File: config.mk
export PLATFORM = sky130hd
export DESIGN_NAME = note_sequence_player_top_flat
export DESIGN_NICKNAME = d
export VERILOG_FILES = /design/src/hdl/nsp_pkg.sv /design/src/hdl/nsp_in_if.sv /design/src/hdl/nsp_out_if.sv /design/src/hdl/note_sequence_player_top.sv /design/src/hdl/nsp_ram.sv /design/src/hdl/nsp_datapath.sv /design/src/hdl/nsp_ctrl.sv /design/src/flat_wrapper.sv
export VERILOG_INCLUDE_DIRS = /design/src /design/src/hdl
export SDC_FILE = /design/constraint.sdc
export NUM_CORES = 2
export LEC_CHECK = 0
export BUFFER_PORTS_ARGS = -buffer_cell sky130_fd_sc_hd__buf_2
export CAP_MARGIN = 10
export CORE_MARGIN = 4
export CORE_UTILIZATION = 60
export DETAILED_ROUTE_END_ITERATION = 10
export PLACE_DENSITY = 0.78
export SLEW_MARGIN = 30
export SYNTH_ARGS = -nofsm -noshare
export SYNTH_HDL_FRONTEND = slang
export SYNTH_HIERARCHICAL = 1
export SYNTH_SLANG_ARGS = --single-unit
export TNS_END_PERCENT = 5
File: constraint.sdc
create_clock -name clk -period 7.8 [get_ports clk]
set_clock_uncertainty 0.15 [all_clocks]
set_input_delay 0.78 -clock clk [delete_from_list [all_inputs] [get_ports clk]]
set_output_delay 0.78 -clock clk [all_outputs]
set_load 0.02 [all_outputs]
File: src/hdl/note_sequence_player_top_defines.svh
// assertion macros for the note sequence player
`ifndef NOTE_SEQUENCE_PLAYER_TOP_DEFINES_SVH
`define NOTE_SEQUENCE_PLAYER_TOP_DEFINES_SVH

// same-cycle implication
`define NSP_ASSERT_IMP(label, ante, cons, msg) \
  label: assert property (@(posedge clk) disable iff (rst) (ante) |-> (cons)) \
    else $error(msg);

// next-cycle implication
`define NSP_ASSERT_NXT(label, ante, cons, msg) \
  label: assert property (@(posedge clk) disable iff (rst) (ante) |=> (cons)) \
    else $error(msg);

`endif

File: src/hdl/nsp_pkg.sv
package nsp_pkg;

  localparam int SEQ_DEPTH    = 64;
  localparam int ACTIVE_NOTES = 8;
  localparam int NOTE_BITS    = 16;

  localparam int CMD_W       = 3;
  localparam int INDEX_W     = 6;
  localparam int NOTE_PORT_W = 16;
  localparam int TICK_W      = 16;
  localparam int TIME_W      = 32;
  localparam int LEN_CFG_W   = 7;

  localparam int ADDR_W  = (SEQ_DEPTH > 1) ? $clog2(SEQ_DEPTH) : 1;
  localparam int LEN_W   = $clog2(SEQ_DEPTH + 1);
  localparam int SLOT_W  = (ACTIVE_NOTES > 1) ? $clog2(ACTIVE_NOTES) : 1;
  localparam int CNT_W   = $clog2(ACTIVE_NOTES + 1);
  localparam int ENTRY_W = NOTE_BITS + 2 * TICK_W + 1;

  localparam logic KIND_ON  = 1'b0;
  localparam logic KIND_OFF = 1'b1;

  typedef enum logic [CMD_W-1:0] {
    CMD_LOAD   = 3'd0,
    CMD_START  = 3'd1,
    CMD_RESUME = 3'd2,
    CMD_STOP   = 3'd3,
    CMD_TICK   = 3'd4
  } cmd_t;

  typedef enum logic [3:0] {
    S_IDLE,
    S_DECODE,
    S_TICK_CHECK,
    S_STEP_CHECK,
    S_READ,
    S_PLAY,
    S_EVICT,
    S_NOTE_ON,
    S_SCAN,
    S_STOP_SCAN,
    S_FLUSH
  } state_t;

  typedef struct packed {
    logic cap_item;
    logic ram_we;
    logic tick_inc;
    logic start_seq;
    logic resume;
    logic set_stop;
    logic step_zero;
    logic step_adv;
    logic load_step_time;
    logic evict;
    logic append_on;
    logic emit_scan;
    logic remove_scan;
    logic slot_clr;
    logic slot_inc;
    logic flush;
  } ctrl_cmd_t;

  typedef struct packed {
    cmd_t cmd;
    logic load_ok;
    logic len_zero;
    logic playing;
    logic can_restart;
    logic step_due;
    logic adv_in_range;
    logic entry_mute;
    logic list_full;
    logic slot_done;
    logic release_due;
    logic emit_ok;
    logic pend_valid;
    logic out_free;
  } ctrl_status_t;

endpackage

File: src/hdl/nsp_in_if.sv
interface nsp_in_if;
  logic                            valid;
  logic                            ready;
  logic [nsp_pkg::CMD_W-1:0]       cmd;
  logic [nsp_pkg::INDEX_W-1:0]     entry_index;
  logic [nsp_pkg::NOTE_PORT_W-1:0] note_word;
  logic [nsp_pkg::TICK_W-1:0]      on_ticks;
  logic [nsp_pkg::TICK_W-1:0]      step_ticks;
  logic                            muted;
  logic                            loop_flag;

  modport source (
    output valid, cmd, entry_index, note_word, on_ticks, step_ticks, muted, loop_flag,
    input  ready
  );
  modport sink (
    input  valid, cmd, entry_index, note_word, on_ticks, step_ticks, muted, loop_flag,
    output ready
  );
endinterface

File: src/hdl/nsp_out_if.sv
interface nsp_out_if;
  logic                            valid;
  logic                            ready;
  logic                            event_kind;
  logic [nsp_pkg::NOTE_PORT_W-1:0] event_note;
  logic                            last;

  modport source (
    output valid, event_kind, event_note, last,
    input  ready
  );
  modport sink (
    input  valid, event_kind, event_note, last,
    output ready
  );
endinterface

File: src/hdl/note_sequence_player_top.sv
// note sequence player: a step sequencer driven by tick items
// note_cmd carries one command item per valid/ready handshake: load a
// sequence entry, start, resume, stop or tick. note_event returns note-on and
// note-off items; last marks the final event item caused by a command.
// cfg_wr_en/cfg_wr_data write the sequence length; the user must write it only while idle, not enforced.
// note_cmd is taken one item at a time, only in the idle state.
// load, resume and unknown commands cause no events.
// start: events for the first entry only (none with zero length); the sequence store
// is a RAM with registered read, so each step is read in S_READ before S_PLAY.
// stop: one note-off per sounding note.
// tick: no events when nothing plays, else one note-off per released active note;
// a restart or a played step adds a read of its entry and the events it causes.
// an event is held back until the next one is made; the final one leaves
// from the flush state.
// reset clears all control state and the active list, sets the stopped
// flag and the length to zero; the store is undefined until loaded.
// a stalled receiver holds the event register; the block waits and takes no
// new command until the final event of the current one is in the event register.
`include "note_sequence_player_top_defines.svh"

module note_sequence_player_top (
  input  logic                            clk,
  input  logic                            rst,
  input  logic                            cfg_wr_en,
  input  logic [nsp_pkg::LEN_CFG_W-1:0]   cfg_wr_data,
  nsp_in_if.sink                          note_cmd,
  nsp_out_if.source                       note_event
);

  nsp_pkg::ctrl_cmd_t    ctl;
  nsp_pkg::ctrl_status_t sts;

  nsp_ctrl u_ctrl (
    .clk      (clk),
    .rst      (rst),
    .in_valid (note_cmd.valid),
    .in_ready (note_cmd.ready),
    .sts      (sts),
    .ctl      (ctl)
  );

  nsp_datapath u_datapath (
    .clk            (clk),
    .rst            (rst),
    .cfg_wr_en      (cfg_wr_en),
    .cfg_wr_data    (cfg_wr_data),
    .in_cmd         (note_cmd.cmd),
    .in_entry_index (note_cmd.entry_index),
    .in_note_word   (note_cmd.note_word),
    .in_on_ticks    (note_cmd.on_ticks),
    .in_step_ticks  (note_cmd.step_ticks),
    .in_muted       (note_cmd.muted),
    .in_loop_flag   (note_cmd.loop_flag),
    .out_ready      (note_event.ready),
    .out_valid      (note_event.valid),
    .out_event_kind (note_event.event_kind),
    .out_event_note (note_event.event_note),
    .out_last       (note_event.last),
    .ctl            (ctl),
    .sts            (sts)
  );

  `NSP_ASSERT_IMP(a_idle_no_pending, note_cmd.ready, !sts.pend_valid, "item taken with event pending")
  `NSP_ASSERT_IMP(a_append_not_full, ctl.append_on, !sts.list_full, "note added to full list")
  `NSP_ASSERT_IMP(a_emit_has_room, ctl.evict || ctl.append_on || ctl.emit_scan, sts.emit_ok, "event lost")
  `NSP_ASSERT_NXT(a_one_item, note_cmd.valid && note_cmd.ready, !note_cmd.ready, "second item taken")

endmodule

File: src/hdl/nsp_ram.sv
module nsp_ram #(
  parameter int WIDTH  = 8,
  parameter int DEPTH  = 16,
  parameter int ADDR_W = 4
) (
  input  logic              clk,
  input  logic              we,
  input  logic [ADDR_W-1:0] waddr,
  input  logic [WIDTH-1:0]  wdata,
  input  logic [ADDR_W-1:0] raddr,
  output logic [WIDTH-1:0]  rdata
);

  logic [WIDTH-1:0] mem [DEPTH];

  always_ff @(posedge clk) begin
    if (we) begin
      mem[waddr] <= wdata;
    end
    rdata <= mem[raddr];
  end

endmodule

File: src/hdl/nsp_datapath.sv
module nsp_datapath (
  input  logic                                 clk,
  input  logic                                 rst,
  input  logic                                 cfg_wr_en,
  input  logic [nsp_pkg::LEN_CFG_W-1:0]        cfg_wr_data,
  input  logic [nsp_pkg::CMD_W-1:0]            in_cmd,
  input  logic [nsp_pkg::INDEX_W-1:0]          in_entry_index,
  input  logic [nsp_pkg::NOTE_PORT_W-1:0]      in_note_word,
  input  logic [nsp_pkg::TICK_W-1:0]           in_on_ticks,
  input  logic [nsp_pkg::TICK_W-1:0]           in_step_ticks,
  input  logic                                 in_muted,
  input  logic                                 in_loop_flag,
  input  logic                                 out_ready,
  output logic                                 out_valid,
  output logic                                 out_event_kind,
  output logic [nsp_pkg::NOTE_PORT_W-1:0]      out_event_note,
  output logic                                 out_last,
  input  nsp_pkg::ctrl_cmd_t                   ctl,
  output nsp_pkg::ctrl_status_t                sts
);

  localparam int N = nsp_pkg::ACTIVE_NOTES;

  // captured item
  logic [nsp_pkg::CMD_W-1:0]       cmd_q;
  logic [nsp_pkg::INDEX_W-1:0]     idx_q;
  logic [nsp_pkg::NOTE_BITS-1:0]   word_q;
  logic [nsp_pkg::TICK_W-1:0]      on_q;
  logic [nsp_pkg::TICK_W-1:0]      step_q;
  logic                            mute_q;
  logic                            loop_q;

  logic [nsp_pkg::LEN_CFG_W-1:0]   seq_len_cfg;
  logic [nsp_pkg::LEN_W-1:0]       seq_len;
  logic [nsp_pkg::LEN_W-1:0]       step_pos;
  logic [nsp_pkg::LEN_W:0]         step_inc;
  logic [nsp_pkg::LEN_W-1:0]       step_sat;
  logic [nsp_pkg::TIME_W-1:0]      next_step_time;
  logic [nsp_pkg::TIME_W-1:0]      tick_time;
  logic                            stopped;
  logic                            loop_en;
  logic                            present;

  logic [nsp_pkg::NOTE_BITS-1:0]   act_word [N];
  logic [nsp_pkg::TIME_W-1:0]      act_rel  [N];
  logic [nsp_pkg::CNT_W-1:0]       act_count;
  logic [nsp_pkg::CNT_W-1:0]       slot;
  logic [nsp_pkg::SLOT_W-1:0]      slot_i;
  logic [nsp_pkg::SLOT_W-1:0]      rm_idx;
  logic                            shift;

  logic                            pend_valid;
  logic                            pend_kind;
  logic [nsp_pkg::NOTE_BITS-1:0]   pend_word;
  logic                            out_free;
  logic                            out_load;
  logic                            emit;
  logic                            emit_kind;
  logic [nsp_pkg::NOTE_BITS-1:0]   emit_word;

  logic [nsp_pkg::ENTRY_W-1:0]     ram_wdata;
  logic [nsp_pkg::ENTRY_W-1:0]     ram_rdata;
  logic [nsp_pkg::NOTE_BITS-1:0]   e_word;
  logic [nsp_pkg::TICK_W-1:0]      e_on;
  logic [nsp_pkg::TICK_W-1:0]      e_step;
  logic                            e_mute;

  // entry layout: mute, step, on, word
  assign ram_wdata = {mute_q, step_q, on_q, word_q};
  assign e_word    = ram_rdata[nsp_pkg::NOTE_BITS-1:0];
  assign e_on      = ram_rdata[nsp_pkg::NOTE_BITS +: nsp_pkg::TICK_W];
  assign e_step    = ram_rdata[nsp_pkg::NOTE_BITS + nsp_pkg::TICK_W +: nsp_pkg::TICK_W];
  assign e_mute    = ram_rdata[nsp_pkg::ENTRY_W-1];

  nsp_ram #(
    .WIDTH  (nsp_pkg::ENTRY_W),
    .DEPTH  (nsp_pkg::SEQ_DEPTH),
    .ADDR_W (nsp_pkg::ADDR_W)
  ) u_store (
    .clk   (clk),
    .we    (ctl.ram_we),
    .waddr (nsp_pkg::ADDR_W'(idx_q)),
    .wdata (ram_wdata),
    .raddr (step_pos[nsp_pkg::ADDR_W-1:0]),
    .rdata (ram_rdata)
  );

  always_comb begin
    if (32'(seq_len_cfg) > 32'(nsp_pkg::SEQ_DEPTH)) begin
      seq_len = nsp_pkg::LEN_W'(nsp_pkg::SEQ_DEPTH);
    end else begin
      seq_len = nsp_pkg::LEN_W'(seq_len_cfg);
    end
  end

  assign step_inc = {1'b0, step_pos} + (nsp_pkg::LEN_W + 1)'(1);
  assign step_sat = (step_inc > {1'b0, seq_len}) ? seq_len : step_inc[nsp_pkg::LEN_W-1:0];

  assign slot_i = slot[nsp_pkg::SLOT_W-1:0];
  assign rm_idx = ctl.evict ? '0 : slot_i;
  assign shift  = ctl.evict | ctl.remove_scan;

  assign out_free = !out_valid || out_ready;
  assign emit     = ctl.evict | ctl.append_on | ctl.emit_scan;
  assign out_load = (emit && pend_valid) || ctl.flush;

  always_comb begin
    emit_kind = ctl.append_on ? nsp_pkg::KIND_ON : nsp_pkg::KIND_OFF;
    if (ctl.evict) begin
      emit_word = act_word[0];
    end else if (ctl.append_on) begin
      emit_word = e_word;
    end else begin
      emit_word = act_word[slot_i];
    end
  end

  always_comb begin
    sts.cmd          = nsp_pkg::cmd_t'(cmd_q);
    sts.load_ok      = 32'(idx_q) < 32'(nsp_pkg::SEQ_DEPTH);
    sts.len_zero     = (seq_len == '0);
    sts.playing      = present && !stopped && ((step_pos < seq_len) || (act_count != '0));
    sts.can_restart  = loop_en && present && !stopped;
    sts.step_due     = tick_time >= next_step_time;
    sts.adv_in_range = step_sat < seq_len;
    sts.entry_mute   = e_mute;
    sts.list_full    = (act_count == nsp_pkg::CNT_W'(N));
    sts.slot_done    = slot >= act_count;
    sts.release_due  = tick_time >= act_rel[slot_i];
    sts.emit_ok      = !pend_valid || out_free;
    sts.pend_valid   = pend_valid;
    sts.out_free     = out_free;
  end

  always_ff @(posedge clk) begin
    if (ctl.cap_item) begin
      cmd_q  <= in_cmd;
      idx_q  <= in_entry_index;
      word_q <= nsp_pkg::NOTE_BITS'(in_note_word);
      on_q   <= in_on_ticks;
      step_q <= in_step_ticks;
      mute_q <= in_muted;
      loop_q <= in_loop_flag;
    end
  end

  always_ff @(posedge clk) begin
    if (rst) begin
      seq_len_cfg    <= '0;
      step_pos       <= '0;
      next_step_time <= '0;
      tick_time      <= '0;
      stopped        <= 1'b1;
      loop_en        <= 1'b0;
      present        <= 1'b0;
    end else begin
      if (cfg_wr_en) begin
        seq_len_cfg <= cfg_wr_data;
      end
      if (ctl.tick_inc) begin
        tick_time <= tick_time + nsp_pkg::TIME_W'(1);
      end
      if (ctl.start_seq) begin
        present <= 1'b1;
        loop_en <= loop_q;
      end
      if (ctl.resume) begin
        loop_en <= loop_q;
        stopped <= 1'b0;
      end
      if (ctl.set_stop) begin
        stopped <= 1'b1;
      end
      if (ctl.step_zero) begin
        step_pos <= '0;
        stopped  <= 1'b0;
      end else if (ctl.step_adv) begin
        step_pos <= step_sat;
      end
      if (ctl.load_step_time) begin
        next_step_time <= tick_time + nsp_pkg::TIME_W'(e_step);
      end
    end
  end

  // active list, oldest first
  always_ff @(posedge clk) begin
    for (int k = 0; k < N; k++) begin
      if (shift && (nsp_pkg::SLOT_W'(k) >= rm_idx) && (k < N - 1)) begin
        act_word[k] <= act_word[nsp_pkg::SLOT_W'((k + 1) % N)];
        act_rel[k]  <= act_rel[nsp_pkg::SLOT_W'((k + 1) % N)];
      end else if (ctl.append_on && (act_count == nsp_pkg::CNT_W'(k))) begin
        act_word[k] <= e_word;
        act_rel[k]  <= tick_time + nsp_pkg::TIME_W'(e_on);
      end
    end
  end

  always_ff @(posedge clk) begin
    if (rst) begin
      act_count <= '0;
      slot      <= '0;
    end else begin
      if (ctl.set_stop) begin
        act_count <= '0;
      end else if (shift) begin
        act_count <= act_count - nsp_pkg::CNT_W'(1);
      end else if (ctl.append_on) begin
        act_count <= act_count + nsp_pkg::CNT_W'(1);
      end
      if (ctl.slot_clr) begin
        slot <= '0;
      end else if (ctl.slot_inc) begin
        slot <= slot + nsp_pkg::CNT_W'(1);
      end
    end
  end

  // one event held back so the final one can carry last
  always_ff @(posedge clk) begin
    if (rst) begin
      pend_valid <= 1'b0;
      out_valid  <= 1'b0;
    end else begin
      if (emit) begin
        pend_valid <= 1'b1;
      end else if (ctl.flush) begin
        pend_valid <= 1'b0;
      end
      if (out_load) begin
        out_valid <= 1'b1;
      end else if (out_ready) begin
        out_valid <= 1'b0;
      end
    end
  end

  always_ff @(posedge clk) begin
    if (emit) begin
      pend_kind <= emit_kind;
      pend_word <= emit_word;
    end
    if (out_load) begin
      out_event_kind <= pend_kind;
      out_event_note <= nsp_pkg::NOTE_PORT_W'(pend_word);
      out_last       <= ctl.flush;
    end
  end

endmodule

File: src/hdl/nsp_ctrl.sv
module nsp_ctrl (
  input  logic                  clk,
  input  logic                  rst,
  input  logic                  in_valid,
  output logic                  in_ready,
  input  nsp_pkg::ctrl_status_t sts,
  output nsp_pkg::ctrl_cmd_t    ctl
);

  nsp_pkg::state_t state, state_next;
  nsp_pkg::state_t ret_state, ret_state_next;

  always_ff @(posedge clk) begin
    if (rst) begin
      state     <= nsp_pkg::S_IDLE;
      ret_state <= nsp_pkg::S_IDLE;
    end else begin
      state     <= state_next;
      ret_state <= ret_state_next;
    end
  end

  always_comb begin
    state_next     = state;
    ret_state_next = ret_state;
    unique case (state)
      nsp_pkg::S_IDLE: begin
        if (in_valid) begin
          state_next = nsp_pkg::S_DECODE;
        end
      end
      nsp_pkg::S_DECODE: begin
        unique case (sts.cmd)
          nsp_pkg::CMD_START: begin
            if (!sts.len_zero) begin
              ret_state_next = nsp_pkg::S_FLUSH;
              state_next     = nsp_pkg::S_READ;
            end else begin
              state_next = nsp_pkg::S_IDLE;
            end
          end
          nsp_pkg::CMD_STOP: state_next = nsp_pkg::S_STOP_SCAN;
          nsp_pkg::CMD_TICK: state_next = nsp_pkg::S_TICK_CHECK;
          default:           state_next = nsp_pkg::S_IDLE;
        endcase
      end
      nsp_pkg::S_TICK_CHECK: begin
        if (sts.playing) begin
          state_next = nsp_pkg::S_STEP_CHECK;
        end else if (sts.can_restart) begin
          ret_state_next = nsp_pkg::S_STEP_CHECK;
          state_next     = nsp_pkg::S_READ;
        end else begin
          state_next = nsp_pkg::S_IDLE;
        end
      end
      nsp_pkg::S_STEP_CHECK: begin
        if (sts.step_due && sts.adv_in_range) begin
          ret_state_next = nsp_pkg::S_SCAN;
          state_next     = nsp_pkg::S_READ;
        end else begin
          state_next = nsp_pkg::S_SCAN;
        end
      end
      nsp_pkg::S_READ: state_next = nsp_pkg::S_PLAY;
      nsp_pkg::S_PLAY: begin
        priority if (sts.entry_mute) begin
          state_next = ret_state;
        end else if (sts.list_full) begin
          state_next = nsp_pkg::S_EVICT;
        end else begin
          state_next = nsp_pkg::S_NOTE_ON;
        end
      end
      nsp_pkg::S_EVICT: begin
        if (sts.emit_ok) begin
          state_next = nsp_pkg::S_NOTE_ON;
        end
      end
      nsp_pkg::S_NOTE_ON: begin
        if (sts.emit_ok) begin
          state_next = ret_state;
        end
      end
      nsp_pkg::S_SCAN: begin
        if (sts.slot_done) begin
          state_next = nsp_pkg::S_FLUSH;
        end
      end
      nsp_pkg::S_STOP_SCAN: begin
        if (sts.slot_done) begin
          state_next = nsp_pkg::S_FLUSH;
        end
      end
      nsp_pkg::S_FLUSH: begin
        if (!sts.pend_valid || sts.out_free) begin
          state_next = nsp_pkg::S_IDLE;
        end
      end
      default: state_next = nsp_pkg::S_IDLE;
    endcase
  end

  always_comb begin
    ctl      = '0;
    in_ready = 1'b0;
    unique case (state)
      nsp_pkg::S_IDLE: begin
        in_ready     = 1'b1;
        ctl.cap_item = in_valid;
      end
      nsp_pkg::S_DECODE: begin
        unique case (sts.cmd)
          nsp_pkg::CMD_LOAD:   ctl.ram_we = sts.load_ok;
          nsp_pkg::CMD_START: begin
            ctl.start_seq = !sts.len_zero;
            ctl.step_zero = !sts.len_zero;
          end
          nsp_pkg::CMD_RESUME: ctl.resume   = 1'b1;
          nsp_pkg::CMD_STOP:   ctl.slot_clr = 1'b1;
          nsp_pkg::CMD_TICK:   ctl.tick_inc = 1'b1;
          default: ;
        endcase
      end
      nsp_pkg::S_TICK_CHECK: begin
        ctl.step_zero = !sts.playing && sts.can_restart;
      end
      nsp_pkg::S_STEP_CHECK: begin
        ctl.slot_clr = 1'b1;
        ctl.step_adv = sts.step_due;
      end
      nsp_pkg::S_PLAY: begin
        ctl.load_step_time = 1'b1;
      end
      nsp_pkg::S_EVICT: begin
        ctl.evict = sts.emit_ok;
      end
      nsp_pkg::S_NOTE_ON: begin
        ctl.append_on = sts.emit_ok;
      end
      nsp_pkg::S_SCAN: begin
        if (!sts.slot_done) begin
          if (sts.release_due) begin
            ctl.emit_scan   = sts.emit_ok;
            ctl.remove_scan = sts.emit_ok;
          end else begin
            ctl.slot_inc = 1'b1;
          end
        end
      end
      nsp_pkg::S_STOP_SCAN: begin
        if (sts.slot_done) begin
          ctl.set_stop = 1'b1;
        end else begin
          ctl.emit_scan = sts.emit_ok;
          ctl.slot_inc  = sts.emit_ok;
        end
      end
      nsp_pkg::S_FLUSH: begin
        ctl.flush = sts.pend_valid && sts.out_free;
      end
      default: ;
    endcase
  end

endmodule

File: src/flat_wrapper.sv
// flat-port wrapper written by rule: the top's interface ports become plain ports
module note_sequence_player_top_flat 
  (clk, rst, cfg_wr_en, cfg_wr_data, note_cmd_valid, note_cmd_cmd, note_cmd_entry_index, note_cmd_note_word, note_cmd_on_ticks, note_cmd_step_ticks, note_cmd_muted, note_cmd_loop_flag, note_cmd_ready, note_event_valid, note_event_event_kind, note_event_event_note, note_event_last, note_event_ready);
  nsp_in_if note_cmd_i ();
  nsp_out_if note_event_i ();
  input  logic clk;
  input  logic rst;
  input  logic cfg_wr_en;
  input  logic [nsp_pkg::LEN_CFG_W-1:0] cfg_wr_data;
  input wire logic [$bits(note_cmd_i.valid)-1:0] note_cmd_valid;
  input wire logic [$bits(note_cmd_i.cmd)-1:0] note_cmd_cmd;
  input wire logic [$bits(note_cmd_i.entry_index)-1:0] note_cmd_entry_index;
  input wire logic [$bits(note_cmd_i.note_word)-1:0] note_cmd_note_word;
  input wire logic [$bits(note_cmd_i.on_ticks)-1:0] note_cmd_on_ticks;
  input wire logic [$bits(note_cmd_i.step_ticks)-1:0] note_cmd_step_ticks;
  input wire logic [$bits(note_cmd_i.muted)-1:0] note_cmd_muted;
  input wire logic [$bits(note_cmd_i.loop_flag)-1:0] note_cmd_loop_flag;
  output wire logic [$bits(note_cmd_i.ready)-1:0] note_cmd_ready;
  output wire logic [$bits(note_event_i.valid)-1:0] note_event_valid;
  output wire logic [$bits(note_event_i.event_kind)-1:0] note_event_event_kind;
  output wire logic [$bits(note_event_i.event_note)-1:0] note_event_event_note;
  output wire logic [$bits(note_event_i.last)-1:0] note_event_last;
  input wire logic [$bits(note_event_i.ready)-1:0] note_event_ready;
  assign note_cmd_i.valid = note_cmd_valid;
  assign note_cmd_i.cmd = note_cmd_cmd;
  assign note_cmd_i.entry_index = note_cmd_entry_index;
  assign note_cmd_i.note_word = note_cmd_note_word;
  assign note_cmd_i.on_ticks = note_cmd_on_ticks;
  assign note_cmd_i.step_ticks = note_cmd_step_ticks;
  assign note_cmd_i.muted = note_cmd_muted;
  assign note_cmd_i.loop_flag = note_cmd_loop_flag;
  assign note_cmd_ready = note_cmd_i.ready;
  assign note_event_valid = note_event_i.valid;
  assign note_event_event_kind = note_event_i.event_kind;
  assign note_event_event_note = note_event_i.event_note;
  assign note_event_last = note_event_i.last;
  assign note_event_i.ready = note_event_ready;
  note_sequence_player_top u_core (.clk(clk), .rst(rst), .cfg_wr_en(cfg_wr_en), .cfg_wr_data(cfg_wr_data), .note_cmd(note_cmd_i), .note_event(note_event_i));
endmodule
==> impl_metrics.py <==
metrics = {
    "logic_synthesis": {
        "syn_inst": 7964,
        "ys_seq_area_frac": 0.742,
        "ys_warn_count": 6,
        "synthDistinctLibCells": 94,
        "synth_top_area_cell": "edfxtp_1",
        "async_reset_ff_frac": 0,
        "synth_top_cell_area_share": 0.722,
        "netlist_top_cells_area": "edfxtp_1 (72%), mux4_2 (13%), dfxtp_1 (2.0%)",
        "synth_edf_count": 3614,
        "synth.avg_cell_area_um2": 18.9,
        "synthesis.nets": 8163,
        "ys.flop_type": "edfxtp_1",
        "synth_seq_cells": 3764,
        "syn_area_um2": 150000,
    },
    "power": {
        "p_total_w": 0.0416,
        "leakage_nw": 53.1,
        "power_density_nw_per_um2": 246,
        "ir_worst_vdd_mv": 0.274,
    },
    "drt": {
        "drtIter0Drc": 14500,
        "routed_via_density": 7.15,
        "wl_mm": 440,
        "wire_per_inst_um": 36.7,
        "via_count": 85700,
        "ant_nets": 0,
        "drt_first_pass_iters": 9,
        "drc_errors": 0,
    },
    "floorplan": {
        "fp-row-count": 183,
        "die_x_um": 508,
        "dieArea_um2": 258000,
        "pin_count": 91,
        "start_util": 0.604,
        "die_h_um": 508,
        "coreArea_um2": 249000,
    },
    "global_route": {
        "overflow": 0,
        "track_usage": 0.342,
        "grt_first_pass_wirelength_mm": 627,
        "antenna_found_initial": 32,
        "grt_pass1_vias": 86300,
        "grt_max_degree": 111,
    },
    "min_path": {
        "min_path_type": "input port to register",
        "hold_path_end": "u_core/u_datapath/seq_len_cfg[3]",
        "min_path_cells": 3,
        "min_from": "cfg_wr_en",
    },
    "clock_network": {
        "numCtsBuffers": 381,
        "cts.sinks": 3764,
        "h-tree-depth": 5,
        "clkSlewWorstSetupHoldPaths_ns": 0.06,
        "ctsRootBufferMaster": "clkbuf_16",
        "tritoncts": "done",
        "clk_latency_ns": 0.99,
        "clk_path_buf_depth": 4,
    },
    "sta": {
        "grt_setup_unrepaired": "false",
        "setup_viol": 0,
        "tightest_slew_ns": 1.12,
        "period_share": 0.824,
        "period_minus_slack_ns": 6.43,
        "fin_tns_setup_ns": 0,
        "slew-limit-headroom": 0.252,
        "fmax_mhz": 156,
        "drv_slew": 0,
        "hold_violations": 0,
    },
    "critical_path": {
        "cpPeakStageDelay_ns": 0.85,
        "cp-start-kind": "register",
        "required_ns": 8.29,
        "rrSetupSlack_ns": 1.37,
        "path_cells": "buf_12, mux4_2, mux2i_1, ha_1, a21o_1, a21o_1, a21oi_1, o21ai_0, a21oi_1, nor3_1, a2bb2oi_1, nand3_1, nor3_1, buf_4, nor2b_1, or3_2, buf_4, o21ai_0",
        "cp.arrival_ns": 6.92,
        "crit_family": "simple AND/OR/NAND/NOR gates",
        "crit_buf_inv": 3,
        "cp_max_fo": 72,
        "cp_slowest_cell": "or3_2",
        "r2r_cells": 18,
        "end_kind": "register",
        "r2r-end": "u_core/u_datapath/act_rel[3][20]",
        "path_class": "register to register",
    },
    "placed_design": {
        "io_buffers": 90,
        "hpwl_mm": 232,
        "gp_congestion": 0.862,
        "place_inst": 11200,
    },
    "flow_run": {
        "max-cap-violations": 0,
    },
    "cells_and_area": {
        "final_cell_mix": "edfxtp_1 (3614), mux4_2 (839), nand2_1 (678), clkbuf_16 (383), o21ai_0 (251)",
        "syn_to_final_growth_pct": 12.5,
        "mostFrequentLayoutCell": "edfxtp_1",
        "fin_cells": 12000,
        "fin_nets": 8524,
        "drive_gt1_frac": 0.224,
    },
    "run_status": {
        "status": "finished, final reports clean",
    },
}
[flip-flops by register name, summed over array words and instances (netlist names), 3 cells and up, named ones only]
| name | cells |
|---|---|
| u_core/u_datapath/cmd_q | 3 |
| u_core/u_datapath/tick_time | 32 |
| u_core/u_datapath/idx_q | 6 |
| u_core/u_datapath/word_q | 16 |
| u_core/u_datapath/step_pos | 7 |
| u_core/u_datapath/act_rel | 256 |
| u_core/u_datapath/step_q | 16 |
| u_core/u_datapath/next_step_time | 32 |
| u_core/u_datapath/u_store/rdata | 49 |
| u_core/u_datapath/slot | 4 |
| u_core/u_datapath/act_word | 128 |
| u_core/u_datapath/on_q | 16 |
| u_core/u_datapath/act_count | 4 |
| u_core/u_datapath/seq_len_cfg | 7 |
| u_core/u_ctrl/state | 4 |
| u_core/u_ctrl/ret_state | 3 |
| u_core/u_datapath/out_event_note | 16 |
| u_core/u_datapath/pend_word | 16 |
| u_core/u_datapath/u_store/mem | 3136 |
[how the worst max path moves through the flow]
stage                                       from                                    to  slack (ns)  depth (start not counted)
final                                   register      u_core/u_datapath/act_rel[3][20]        1.37                         18
after global routing                    register      u_core/u_datapath/act_rel[3][20]        1.01                         18
after CTS                               register      u_core/u_datapath/act_rel[3][20]        1.41                         18
after detailed placement                register      u_core/u_datapath/act_rel[3][20]        1.47                         18
after global placement                  register      u_core/u_datapath/act_word[2][4]        1.57                         19
after floorplan           u_core/u_ctrl/state[3]  u_core/u_datapath/u_store/mem[48][0]        1.80                          7
[final cells by class]
cell class / instances / area (um^2)
multi-input cells: 3634 / 36700
fillers: 14700 / 79900
inverters: 109 / 412
clock inverters: 218 / 2100
repair buffers: 435 / 3970
clock buffers: 465 / 9970
well taps: 3330 / 4170
diodes: 25 / 62.6
flip-flops and latches: 3764 / 112000
[where the power goes]
part | switching (W) | leakage [nW] | internal, W
registers | 0.0000770 | 33.7 | 0.0224
logic | 0.000787 | 13.5 | 0.000227
clock network | 0.00773 | 5.88 | 0.0103
[synthesized netlist by cell type (31+ instances only)]
| cell | number |
|---|---|
| a211oi_1 | 59 |
| a21o_1 | 41 |
| a21oi_1 | 150 |
| a22oi_1 | 95 |
| and3_1 | 51 |
| buf_1 | 39 |
| buf_2 | 112 |
| buf_4 | 43 |
| clkbuf_1 | 237 |
| dfxtp_1 | 150 |
| edfxtp_1 | 3614 |
| ha_1 | 126 |
| inv_1 | 108 |
| mux2_2 | 53 |
| mux2i_1 | 162 |
| mux4_2 | 839 |
| nand2_1 | 689 |
| nand2b_1 | 36 |
| nand3_1 | 122 |
| nand4_1 | 115 |
| nor2_1 | 245 |
| nor2b_1 | 47 |
| nor3_1 | 40 |
| o21ai_0 | 251 |
| o221ai_1 | 79 |
| o22ai_1 | 89 |
| xnor2_1 | 31 |
| xor2_1 | 43 |
[tightest hold or removal path, cell delays in order]
cell     delay (ns)
buf_2          0.20
mux2i_1        0.10
nor2_1         0.07
[routing by layer]
metal	vias up	global-route usage	share of wire
li1	33100	-	-
met1	43000	0.433	0.32
met2	7775	0.526	0.47
met3	1779	0.102	0.14
met4	18	0.207	0.073
met5	-	0	0.00027
[per-stage QoR]
stage                     area (um^2)  hold WS, ns  utilization  setup WS (ns)
after floorplan                150000        0.250            -           1.80
after global placement         156000        0.255        0.625           1.57
after CTS                      169000       0.0384        0.678           1.41
after global routing           169000       0.0956        0.679           1.01
final                          169000        0.100        0.679           1.37
after detailed placement       156000        0.257        0.627           1.47
[what timing repair did]
action / 4_1_cts / 5_1_grt
hold endpoints to repair: 66 / 0
hold buffers: 66 / 0
gates resized for setup: 0 / 0
setup buffers: 0 / 0
[cells by family (layout without fill, tap and decap cells)]
kind of cell	Yosys count	in the layout	synth area share
AOI/OAI and AO/OA	927	927	0.0403
adders and majority gates	128	128	0.0108
DFF	3764	3764	0.742
xor gates and xnor gates	78	78	0.00475
other	1	26	0.0000250
muxes	1055	1055	0.141
and+or+nand+nor	1445	1445	0.0437
buffers and inverters	566	1227	0.0174
Note: power is estimated with default switching activity, not from simulation.
